==> src/sv/cqr_pkg.sv <==
// ----------------------------------------------------------------------------
// cqr_pkg
// shared types, codes and helpers for the character queue with remove by value
// ----------------------------------------------------------------------------
package cqr_pkg;

  // operation codes of a request
  localparam logic [1:0] OP_ENQUEUE = 2'd0;
  localparam logic [1:0] OP_REMOVE  = 2'd1;
  localparam logic [1:0] OP_DUMP    = 2'd2;

  // result status codes
  typedef enum logic [2:0] {
    ST_DONE     = 3'd0,
    ST_EMPTY    = 3'd1,
    ST_NOTFOUND = 3'd2,
    ST_FULL     = 3'd3,
    ST_ENTRY    = 3'd4
  } status_t;

  typedef struct packed {
    logic [1:0] op;
    logic [7:0] value;
  } req_t;

  typedef struct packed {
    status_t    status;
    logic [7:0] entry;
    logic       last;
  } rsp_t;

  // fold ascii lower case letters to upper case, all other bytes unchanged
  function automatic logic [7:0] fold_upper(input logic [7:0] c);
    logic [7:0] r;
    r = c;
    if (c >= 8'h61 && c <= 8'h7A) begin
      r = c - 8'h20;
    end
    return r;
  endfunction

endpackage

==> src/sv/cqr_stream_if.sv <==
// ----------------------------------------------------------------------------
// cqr_stream_if
// valid/ready channel carrying one payload struct per request
// ----------------------------------------------------------------------------
interface cqr_stream_if #(
  parameter type payload_t = logic
);
  logic     valid;
  logic     ready;
  payload_t data;

  modport source (output valid, output data, input ready);
  modport sink (input valid, input data, output ready);
endinterface

==> src/sv/cqr_ram.sv <==
// ----------------------------------------------------------------------------
// cqr_ram
// generic single-write, single-read synchronous ram, registered read data
// ----------------------------------------------------------------------------
module cqr_ram #(
  parameter int WIDTH = 8,
  parameter int DEPTH = 16,
  localparam int AW = (DEPTH > 1) ? $clog2(DEPTH) : 1
) (
  input  logic             clk,
  input  logic             we,
  input  logic [AW-1:0]    waddr,
  input  logic [WIDTH-1:0] wdata,
  input  logic [AW-1:0]    raddr,
  output logic [WIDTH-1:0] rdata
);

  logic [WIDTH-1:0] mem [DEPTH];

  always_ff @(posedge clk) begin
    if (we) begin
      mem[waddr] <= wdata;
    end
    rdata <= mem[raddr];
  end

endmodule

==> src/sv/char_queue_remove_by_value.sv <==
// ----------------------------------------------------------------------------
// char_queue_remove_by_value
// ordered byte queue with enqueue, remove-first-match and dump
// ----------------------------------------------------------------------------
// The queue contents sit in one ram of DEPTH bytes, head at address 0, with an
// occupancy counter in flops. Enqueue and every request that answers at once
// (full, empty, unused op code) are finished in the idle state. Remove scans the
// ram from the head with one read a cycle and the compare in the cycle after
// it, up to the first match; it then moves the later entries up one place and
// posts the result. A miss posts not found once the tail has been checked.
// Dump reads one entry and shows it, then reads the next, and waits while the
// result side stalls. Remove and dump are paced by the single ram read port. A
// new request is taken only when the block is idle and the output register is
// free or being emptied in the same cycle.
// ----------------------------------------------------------------------------
module char_queue_remove_by_value
  import cqr_pkg::*;
#(
  parameter int DEPTH = 16
) (
  input logic         clk,
  input logic         rst,
  cqr_stream_if.sink   req,
  cqr_stream_if.source rsp
);

  localparam int AW = (DEPTH > 1) ? $clog2(DEPTH) : 1;
  localparam int OW = $clog2(DEPTH + 1);
  localparam logic [OW-1:0] OCC_FULL = OW'(DEPTH);
  localparam logic [OW-1:0] OCC_ONE  = OW'(1);

  // sequencer states, one-hot
  typedef enum logic [4:0] {
    S_IDLE   = 5'b00001,
    S_SEARCH = 5'b00010,
    S_SHIFT  = 5'b00100,
    S_DUMP   = 5'b01000,
    S_REPLY  = 5'b10000
  } state_t;

  state_t        state, state_next;
  logic [OW-1:0] occ, occ_next;
  logic [OW-1:0] ptr, ptr_next;         // scan / source pointer
  logic          chk_valid, chk_valid_next; // ram data for chk_addr is valid
  logic [AW-1:0] chk_addr, chk_addr_next;
  logic [7:0]    key, key_next;         // folded character to remove
  status_t       reply, reply_next;     // pending status for the reply state

  logic          rsp_valid, rsp_valid_next;
  rsp_t          rsp_data, rsp_data_next;

  // ram port signals
  logic          ram_we;
  logic [AW-1:0] ram_waddr;
  logic [7:0]    ram_wdata;
  logic [AW-1:0] ram_raddr;
  logic [7:0]    ram_rdata;

  logic          out_free;
  logic          accept;
  logic          emit;
  rsp_t          emit_data;
  logic          issue;
  logic [7:0]    req_char;

  cqr_ram #(
    .WIDTH(8),
    .DEPTH(DEPTH)
  ) u_ram (
    .clk  (clk),
    .we   (ram_we),
    .waddr(ram_waddr),
    .wdata(ram_wdata),
    .raddr(ram_raddr),
    .rdata(ram_rdata)
  );

  // output register can take a new result when empty or being drained
  assign out_free  = !rsp_valid || rsp.ready;
  assign req.ready = (state == S_IDLE) && out_free;
  assign accept    = req.valid && req.ready;
  assign req_char  = fold_upper(req.data.value);
  // a further read is due while the pointer is below occupancy
  assign issue     = ptr < occ;

  assign rsp.valid = rsp_valid;
  assign rsp.data  = rsp_data;

  always_comb begin
    state_next     = state;
    occ_next       = occ;
    ptr_next       = ptr;
    chk_valid_next = chk_valid;
    chk_addr_next  = chk_addr;
    key_next       = key;
    reply_next     = reply;
    emit           = 1'b0;
    emit_data      = '{status: ST_DONE, entry: 8'h00, last: 1'b1};
    ram_we         = 1'b0;
    ram_waddr      = occ[AW-1:0];
    ram_wdata      = req_char;
    ram_raddr      = ptr[AW-1:0];

    unique case (state)
      S_IDLE: begin
        if (accept) begin
          unique case (req.data.op)
            OP_ENQUEUE: begin
              emit = 1'b1;
              if (occ == OCC_FULL) begin
                emit_data.status = ST_FULL;
              end else begin
                // append at the tail
                ram_we   = 1'b1;
                occ_next = occ + OCC_ONE;
              end
            end
            OP_REMOVE: begin
              if (occ == '0) begin
                emit             = 1'b1;
                emit_data.status = ST_EMPTY;
              end else begin
                key_next       = req_char;
                ptr_next       = '0;
                chk_valid_next = 1'b0;
                state_next     = S_SEARCH;
              end
            end
            OP_DUMP: begin
              if (occ == '0) begin
                emit             = 1'b1;
                emit_data.status = ST_EMPTY;
              end else begin
                ptr_next       = '0;
                chk_valid_next = 1'b0;
                state_next     = S_DUMP;
              end
            end
            default: begin
              // unused op code, acknowledged with no effect
              emit = 1'b1;
            end
          endcase
        end
      end

      S_SEARCH: begin
        // one read issued per cycle, compare in the next cycle
        chk_valid_next = issue;
        chk_addr_next  = ptr[AW-1:0];
        if (issue) begin
          ptr_next = ptr + OCC_ONE;
        end
        if (chk_valid && ram_rdata == key) begin
          // match: start closing the gap from the entry after it
          ptr_next       = OW'(chk_addr) + OCC_ONE;
          chk_valid_next = 1'b0;
          state_next     = S_SHIFT;
        end else if (chk_valid && (OW'(chk_addr) + OCC_ONE) == occ) begin
          // tail checked without a match
          chk_valid_next = 1'b0;
          reply_next     = ST_NOTFOUND;
          state_next     = S_REPLY;
        end
      end

      S_SHIFT: begin
        // read entry at ptr, write it one place toward the head next cycle
        chk_valid_next = issue;
        chk_addr_next  = ptr[AW-1:0];
        if (issue) begin
          ptr_next = ptr + OCC_ONE;
        end
        if (chk_valid) begin
          ram_we    = 1'b1;
          ram_waddr = chk_addr - AW'(1);
          ram_wdata = ram_rdata;
        end
        if (!issue && !chk_valid) begin
          occ_next   = occ - OCC_ONE;
          reply_next = ST_DONE;
          state_next = S_REPLY;
        end
      end

      S_DUMP: begin
        // read address held on ptr until the entry has been shown
        if (chk_valid) begin
          if (out_free) begin
            emit             = 1'b1;
            emit_data.status = ST_ENTRY;
            emit_data.entry  = ram_rdata;
            emit_data.last   = (ptr + OCC_ONE) == occ;
            chk_valid_next   = 1'b0;
            if ((ptr + OCC_ONE) == occ) begin
              state_next = S_IDLE;
            end else begin
              ptr_next = ptr + OCC_ONE;
            end
          end
        end else begin
          chk_valid_next = 1'b1;
        end
      end

      S_REPLY: begin
        if (out_free) begin
          emit             = 1'b1;
          emit_data.status = reply;
          state_next       = S_IDLE;
        end
      end

      default: begin
        state_next = S_IDLE;
      end
    endcase
  end

  // output register
  always_comb begin
    rsp_valid_next = rsp_valid;
    rsp_data_next  = rsp_data;
    if (emit) begin
      rsp_valid_next = 1'b1;
      rsp_data_next  = emit_data;
    end else if (rsp.ready) begin
      rsp_valid_next = 1'b0;
    end
  end

  always_ff @(posedge clk) begin
    if (rst) begin
      state     <= S_IDLE;
      occ       <= '0;
      chk_valid <= 1'b0;
      rsp_valid <= 1'b0;
    end else begin
      state     <= state_next;
      occ       <= occ_next;
      chk_valid <= chk_valid_next;
      rsp_valid <= rsp_valid_next;
    end
  end

  always_ff @(posedge clk) begin
    ptr      <= ptr_next;
    chk_addr <= chk_addr_next;
    key      <= key_next;
    reply    <= reply_next;
    rsp_data <= rsp_data_next;
  end

`ifndef SYNTH
  // occupancy never exceeds the store size
  a_occ_bound: assert property (@(posedge clk) disable iff (rst)
    occ <= OCC_FULL)
    else $error("occupancy above depth");

  // occupancy moves by at most one per cycle
  a_occ_step: assert property (@(posedge clk) disable iff (rst)
    $past(!rst) |-> (occ == $past(occ) || occ == $past(occ) + OCC_ONE ||
                     occ == $past(occ) - OCC_ONE))
    else $error("occupancy jumped");

  // an accepted enqueue with room grows the queue by one
  a_enq_grow: assert property (@(posedge clk) disable iff (rst)
    (accept && req.data.op == OP_ENQUEUE && occ != OCC_FULL)
      |=> occ == $past(occ) + OCC_ONE)
    else $error("enqueue did not append");

  // a new request is never taken while a remove or dump is in progress
  a_busy_block: assert property (@(posedge clk) disable iff (rst)
    (state != S_IDLE) |-> !req.ready)
    else $error("request taken while busy");
`endif

endmodule

==> src/flat_wrapper.sv <==
// flat-port wrapper written by rule: the top's interface ports become plain ports
module char_queue_remove_by_value_flat import cqr_pkg::*;
#(
  parameter int DEPTH = 16
)
  (clk, rst, req_valid, req_data, req_ready, rsp_valid, rsp_data, rsp_ready);
  cqr_stream_if #(.payload_t(req_t)) req_i ();
  cqr_stream_if #(.payload_t(rsp_t)) rsp_i ();
  input logic clk;
  input logic rst;
  input wire logic [$bits(req_i.valid)-1:0] req_valid;
  input wire logic [$bits(req_i.data)-1:0] req_data;
  output wire logic [$bits(req_i.ready)-1:0] req_ready;
  output wire logic [$bits(rsp_i.valid)-1:0] rsp_valid;
  output wire logic [$bits(rsp_i.data)-1:0] rsp_data;
  input wire logic [$bits(rsp_i.ready)-1:0] rsp_ready;
  assign req_i.valid = req_valid;
  assign req_i.data = req_data;
  assign req_ready = req_i.ready;
  assign rsp_valid = rsp_i.valid;
  assign rsp_data = rsp_i.data;
  assign rsp_i.ready = rsp_ready;
  char_queue_remove_by_value #(.DEPTH(DEPTH)) u_core (.clk(clk), .rst(rst), .req(req_i), .rsp(rsp_i));
endmodule
==> config.mk <==
export PLATFORM = sky130hd
export DESIGN_NAME = char_queue_remove_by_value_flat
export DESIGN_NICKNAME = d
export VERILOG_FILES = /design/src/sv/cqr_pkg.sv /design/src/sv/cqr_stream_if.sv /design/src/sv/cqr_ram.sv /design/src/sv/char_queue_remove_by_value.sv /design/src/flat_wrapper.sv
export SDC_FILE = /design/constraint.sdc
export NUM_CORES = 1
export LEC_CHECK = 0
export BUFFER_PORTS_ARGS = -buffer_cell sky130_fd_sc_hd__buf_4
export CAP_MARGIN = 20
export CORE_MARGIN = 2
export CORE_UTILIZATION = 40
export DETAILED_ROUTE_END_ITERATION = 12
export PLACE_DENSITY = 0.58
export SYNTH_ARGS = -nofsm -noshare
export SYNTH_HDL_FRONTEND = slang
export SYNTH_SLANG_ARGS = --single-unit
==> constraint.sdc <==
create_clock -name clk -period 4.6 [get_ports clk]
set_input_delay 0 -clock clk [delete_from_list [all_inputs] [get_ports clk]]
set_output_delay 0 -clock clk [all_outputs]
set_load 0.1 [all_outputs]
==> results of run 1 <==
[state kept, by name (all words and copies together), names as in the netlist]
register,count
u_core.u_ram.rdata,8
u_core.chk_valid,1
u_core.key,8
u_core.occ,5
u_core.state,5
u_core.rsp.valid,1
u_core.rsp.data,12
u_core.reply,1
u_core.chk_addr,4
u_core.ptr,5
u_core.u_ram.mem,128
[what timing repair did]
item / in CTS / in global routing
buffers inserted: 0 / 0
hold buffers: 7 / 0
endpoints found under the hold margin: 18 / 0
[layout by cell type (no fill, tap or decap), types with 3 or more instances in the layout]
| cell | synthesis | routed |
|---|---|---|
| nor3_1 | 8 | 8 |
| a21oi_1 | 25 | 25 |
| o21ai_0 | 23 | 23 |
| nor2b_1 | 5 | 5 |
| inv_6 | 0 | 4 |
| nand2_1 | 27 | 27 |
| mux2i_1 | 27 | 27 |
| a221oi_1 | 8 | 8 |
| mux2_2 | 15 | 15 |
| ha_1 | 16 | 16 |
| nor2_1 | 36 | 36 |
| clkinv_1 | 0 | 3 |
| dlygate4sd3_1 | 0 | 7 |
| xnor2_1 | 17 | 17 |
| or3_1 | 3 | 3 |
| a32oi_1 | 5 | 5 |
| dfxtp_1 | 20 | 20 |
| edfxtp_1 | 158 | 158 |
| buf_4 | 2 | 31 |
| inv_1 | 16 | 16 |
| nand3_1 | 13 | 13 |
| and3_1 | 4 | 4 |
| and2_1 | 10 | 10 |
| nand3b_1 | 4 | 4 |
| a21o_1 | 6 | 6 |
| xor2_1 | 11 | 11 |
| nand2b_1 | 4 | 4 |
| clkbuf_16 | 0 | 17 |
| nor3b_1 | 3 | 3 |
| a22oi_1 | 9 | 9 |
| mux4_2 | 16 | 16 |
[critical path, delay by kind of cell, from the launching register on]
family          cells  cell delay [ns]
flops               1             0.53
simple gates        3             1.58
compound gates      1             0.47
[power by group through the flow]
stage	Combinational, mW	Clock (mW)	Sequential, mW
global route	0.919	1.44	1.95
CTS	0.862	1.37	1.94
global placement	0.854	0	1.97
detailed placement	0.854	0	1.97
floorplan	0.462	0	2.15
finish	0.861	1.35	1.94
[path summary, 6_finish.rpt]
check                            end  slack (ns)                  start
max          u_core.u_ram.mem[14][6]        1.63       u_core.chk_valid
max reg2reg  u_core.u_ram.mem[14][6]        1.63       u_core.chk_valid
min                 u_core.rsp.valid        0.02              rsp_ready
min reg2reg       u_core.rsp.data[8]        0.60  u_core.u_ram.rdata[7]
[metrics by stage]
step | hold WS (ns) | setup WS [ns] | total power [mW] | cells
global route | 0.0144 | 1.46 | 4.31 | 866
global placement | 0.218 | 1.79 | 2.82 | 828
finish | 0.0182 | 1.63 | 4.15 | 866
floorplan | 0.0989 | 1.58 | 2.61 | 559
CTS | 0.00566 | 1.66 | 4.17 | 865
detailed placement | 0.212 | 1.69 | 2.83 | 828
[kinds of logic (layout without fill, tap and decap cells)]
group,Yosys count,in the layout
XOR/XNOR,29,29
buffers and inverters,44,86
multiplexers,59,59
AND/OR/NAND/NOR,130,130
AO/OA/AOI/OAI,102,102
flip-flops,178,178
adder cells (fa/ha/maj),17,17
[final cells by class]
cell class / instances / share of cell area
tap: 265 / 0.0367
clock inverter: 12 / 0.0119
inverter: 18 / 0.00748
multi-input combinational: 337 / 0.293
timing repair buffer: 38 / 0.0335
sequential: 178 / 0.570
clock buffer: 18 / 0.0475
[layer usage]
metal,share of wire,track usage,up-vias,wire [µm]
li1,-,-,2203,-
met1,0.46,0.243,2356,8120
met2,0.47,0.265,150,8280
met3,0.053,0.0321,25,931
met4,0.021,0.0652,0,366
met5,0,0,-,0
==> summary.md, run 1 <==
| Metric | Value |
|---|---|
| Top post-synthesis cells by area | `edfxtp_1 59%, dfxtp_1 5.0%, mux4_2 4.5%` |
| Register area | `5140 µm²` |
| Period utilization | `0.645` |
| Initial DRC Count | `337` |
| Worst-Margin Slew | `1.01 ns` |
| Post-synthesis simple-gate area fraction | `0.0830` |
| Main combinational cell family by area after synthesis | `multiplexers` |
| Leakage power | `3.14 nW` |
| Register share of total power | `0.468` |
| Largest net degree at the start of global routing | `52` |
| Complex-gate fraction of the synthesized area | `0.0856` |
| Synth-to-Final Area Change | `13.2%` |
| Multiplexer share of the synthesized area | `0.102` |
| Worst reg2reg path depth | `4` |
| Drt wl/cell | `20.4 µm` |
| Die X | `145 µm` |
| Normalized max-slew margin | `0.329` |
| CP Capture Type | `register` |
| Dpl hpwl | `12100 µm` |
| Proportion of power drawn by the clock network | `0.325` |
| Clk sinks | `178` |
| Cell-internal power | `2.86 mW` |
| Critical path fanouts, max | `16` |
| Crit path time final | `2.97 ns` |
| Core area | `19500 µm²` |
| Antenna violations before repair | `0` |
| Worst Path Required | `4.65 ns` |
| CTS tree | `built` |
| Worst Path Arrival | `3.02 ns` |
| Die area | `21100 µm²` |
| Async SR Flop Fraction | `0` |
| Max stage delay on crit path | `0.74 ns` |
| Switching Share | `0.310` |
| Power Dens Cells | `459 nW/µm²` |
| Clk_lat worst skew | `0.43 ns` |
| Gr usage total | `0.172` |
| Antenna diode count | `0` |
| Yosys reg bits | `178` |
| Die Span Y | `145 µm` |
| Synthesis Warnings | `0` |
| Gate Count Post-Synth | `559` |
| DRC viols | `0` |
| Top_reg_cell synth | `edfxtp_1` |
| Worst setup SP type | `register` |
| Finished Core Util | `0.462` |
| Via count | `4734` |
| Worst Clk Skew | `0.0108 ns` |
| Post-DRT Antenna Nets | `0` |
| Sequential-to-total area share from yosys stat | `0.645` |
| Via density | `5.47` |
| Port bufs | `27` |
| Net Switching | `1.28 mW` |
| Yosys top cell area share | `0.595` |
| Max-slew violations | `0` |
| Max-Cap Viols | `0` |
| Gpl congestion | `0.866` |
| Initial core utilization | `0.409` |
| CP max stage cell | `nand4b_1` |
| Top achievable clock speed | `337 MHz` |
| Global-route wire length before repair | `27400 µm` |
| Multi-input gate area | `2640 µm²` |
| Bufs on Longest Clock Path | `2` |
| Boundary pin count | `28` |
| Vias in the first global route | `4695` |
| Fill count | `1729` |
| Synth Cell Area | `7980 µm²` |
| Total congestion overflow | `0` |
| Layout Nets | `621` |
| Combinational share of power | `0.208` |
| RSZ-0062 raised after global routing | `no` |
| Placed cell areas | `8410 µm²` |
| Yosys top cell by area | `edfxtp_1` |
| H-tree depth | `4` |
| Status | `finished, final reports clean` |
| Root Driver | `clkbuf_16` |
| Critical Path, Cell by Cell | `nand4b_1 -> o21ai_0 -> nand2_1 -> nor2_1` |
| EDFF count, synth | `158` |
| Post-Synth XOR/XNOR Area | `0.0336` |
| # setup viols final | `0` |
| Resized Gates After CTS | `0` |
| Worst setup path category | `register to register` |
| Cell area after layout | `9030 µm²` |
| Adder-Cell Fraction of Synth Area | `0.0276` |
| Top cells by count, synth | `158 x edfxtp_1, 36 x nor2_1, 27 x mux2i_1, 27 x nand2_1, 25 x a21oi_1` |
| CTS buffer count | `17` |
| Clock-pin slew on the worst setup and hold paths | `0.07 ns` |
| Syn Nets | `590` |
| Drt pass-1 iters | `5` |
| Worst Hold Class | `primary input to register` |
| # rows | `51` |
| Routed WL | `17700 µm` |
| Setup TNS | `0 ns` |
| Share of cells above drive strength 1 | `0.168` |
| Cell with the most instances after synthesis | `edfxtp_1` |
| Distinct cells, synth | `64` |
| Average cell area after synthesis | `14.3 µm²` |
| Peak supply drop | `0.211 mV` |
| Hold Path Stages | `3` |
| Final hold violation count | `0` |
No activity file was read; power rests on OpenSTA's default activity.
==> inputs of run 2 (changes only) <==
==> constraint.sdc (replaced) <==
create_clock -name clk -period 2.85 [get_ports clk]
set_input_delay 0 -clock clk [delete_from_list [all_inputs] [get_ports clk]]
set_output_delay 0 -clock clk [all_outputs]
set_load 0.1 [all_outputs]
==> summary.md, run 2 (same netlist as run 1, synthesis figures left out) <==
| Metric | Value |
|---|---|
| Boundary pin count | `28` |
| Critical path fanouts, max | `9` |
| Worst Path Arrival | `2.67 ns` |
| Peak supply drop | `0.417 mV` |
| Gpl congestion | `0.870` |
| Final hold violation count | `0` |
| Die Span Y | `145 µm` |
| Routed WL | `17000 µm` |
| Period utilization | `0.916` |
| Clk_lat worst skew | `0.43 ns` |
| Fill count | `1714` |
| Vias in the first global route | `4816` |
| Leakage power | `3.29 nW` |
| Placed cell areas | `8570 µm²` |
| Global-route wire length before repair | `27200 µm` |
| H-tree depth | `4` |
| Top achievable clock speed | `383 MHz` |
| Status | `finished, final reports clean` |
| Layout Nets | `641` |
| Worst Path Required | `2.91 ns` |
| Most common cell after layout, fill and taps aside | `edfxtp_1` |
| Max FFs per register | `128` |
| Core area | `19500 µm²` |
| Worst Clk Skew | `0.0144 ns` |
| Total congestion overflow | `0` |
| Worst setup path category | `register to register` |
| Dpl hpwl | `12000 µm` |
| Most frequent cells in the layout | `158 x edfxtp_1, 47 x buf_4, 36 x nor2_1, 27 x nand2_1, 27 x mux2i_1` |
| DRC viols | `0` |
| Normalized max-slew margin | `0.473` |
| RSZ-0062 raised after global routing | `no` |
| Largest net degree at the start of global routing | `53` |
| Synth-to-Final Area Change | `16.5%` |
| Reg with most FFs | `u_core.u_ram.mem` |
| Via count | `4719` |
| Worst-Margin Slew | `0.787 ns` |
| # setup viols final | `0` |
| Clk sinks | `178` |
| Gr usage total | `0.166` |
| CP Capture Type | `register` |
| Bufs on Longest Clock Path | `2` |
| Antenna diode count | `0` |
| Initial DRC Count | `368` |
| Cell Count Post-Placement | `846` |
| Crit path time final | `2.61 ns` |
| Via density | `5.31` |
| # rows | `51` |
| Drt pass-1 iters | `5` |
| Power Dens Cells | `744 nW/µm²` |
| Initial core utilization | `0.409` |
| Die area | `21100 µm²` |
| Root Driver | `clkbuf_16` |
| Max-slew violations | `0` |
| Setup TNS | `0 ns` |
| Cell area after layout | `9300 µm²` |
| Port bufs | `27` |
| CTS buffer count | `17` |
| Post-Layout Cell Count | `888` |
| Share of cells above drive strength 1 | `0.201` |
| Resized Gates After CTS | `0` |
| Worst setup SP type | `register` |
| Clock-pin slew on the worst setup and hold paths | `0.07 ns` |
| Post-DRT Antenna Nets | `0` |
| CTS tree | `built` |
| Worst Hold Class | `primary input to register` |
| Die X | `145 µm` |
| Antenna violations before repair | `0` |
| Max-Cap Viols | `0` |
| Drt wl/cell | `19.1 µm` |
==> run 2: cell count changes in the layout (fill, tap and decap cells not counted), moves of 2 or more <==
cell / delta
inv_12: +2
clkinv_1: -3
inv_6: -2
clkinvlp_4: -2
clkinv_8: +7
buf_4: +16
clkinv_4: +2
dlygate4sd3_1: +3
==> run 2: cell type report <==
type,instances,area [µm²],share of cell area
Sequential cell,178,5140,0.554
Timing Repair Buffer,58,473,0.0509
Tap cell,265,332,0.0357
Multi-Input combinational cell,337,2650,0.285
Inverter,18,67.6,0.00727
Clock buffer,17,425,0.0458
Clock inverter,15,204,0.0219
==> run 2: power by group <==
part	switching, mW	internal [mW]	leakage (nW)
Clock	1.16	1.21	0.302
Sequential	0.100	3.00	1.60
Combinational	1.01	0.451	1.39
Total	2.26	4.66	3.29
==> run 2: path summary, 6_finish.rpt <==
path	from	end	slack, ns	depth (start not counted)
max	u_core.state[3]	u_core.u_ram.mem[15][5]	0.24	5
min reg2reg	u_core.reply[1]	u_core.rsp.data[10]	0.56	2
min	req_data[9]	u_core.state[3]	0.12	4
max reg2reg	u_core.state[3]	u_core.u_ram.mem[15][5]	0.24	5
==> run 2: metal layers <==
metal,global-route usage,vias up,part of all wire
met3,0.0368,28,0.039
met1,0.224,2324,0.46
met4,0.0529,0,0.015
li1,-,2243,-
met5,0,-,0
met2,0.269,124,0.48
==> run 2: critical path, stage by stage (launching register included) <==
cell and delay [ns]:
dfxtp_1 0.40, nor3b_1 0.29, and4_1 0.32, and3_1 0.33
a32oi_1 0.23, nor2_1 0.65
==> run 2: what timing repair did <==
item / in CTS / in global routing
hold buffers: 10 / 0
endpoints found under the hold margin: 20 / 0
buffers inserted: 0 / 0
==> run 2: stage by stage <==
step           hold WS [ns]  power (mW)  setup WS [ns]   util
2_1_floorplan        0.0989        4.22         0.0855      -
6_report              0.117        6.92          0.239  0.476
5_1_grt               0.144        7.19         0.0705  0.476
3_3_place_gp          0.214        4.58          0.346  0.439
4_1_cts              0.0983        6.97          0.229  0.476
3_5_place_dp          0.216        4.59          0.204  0.439
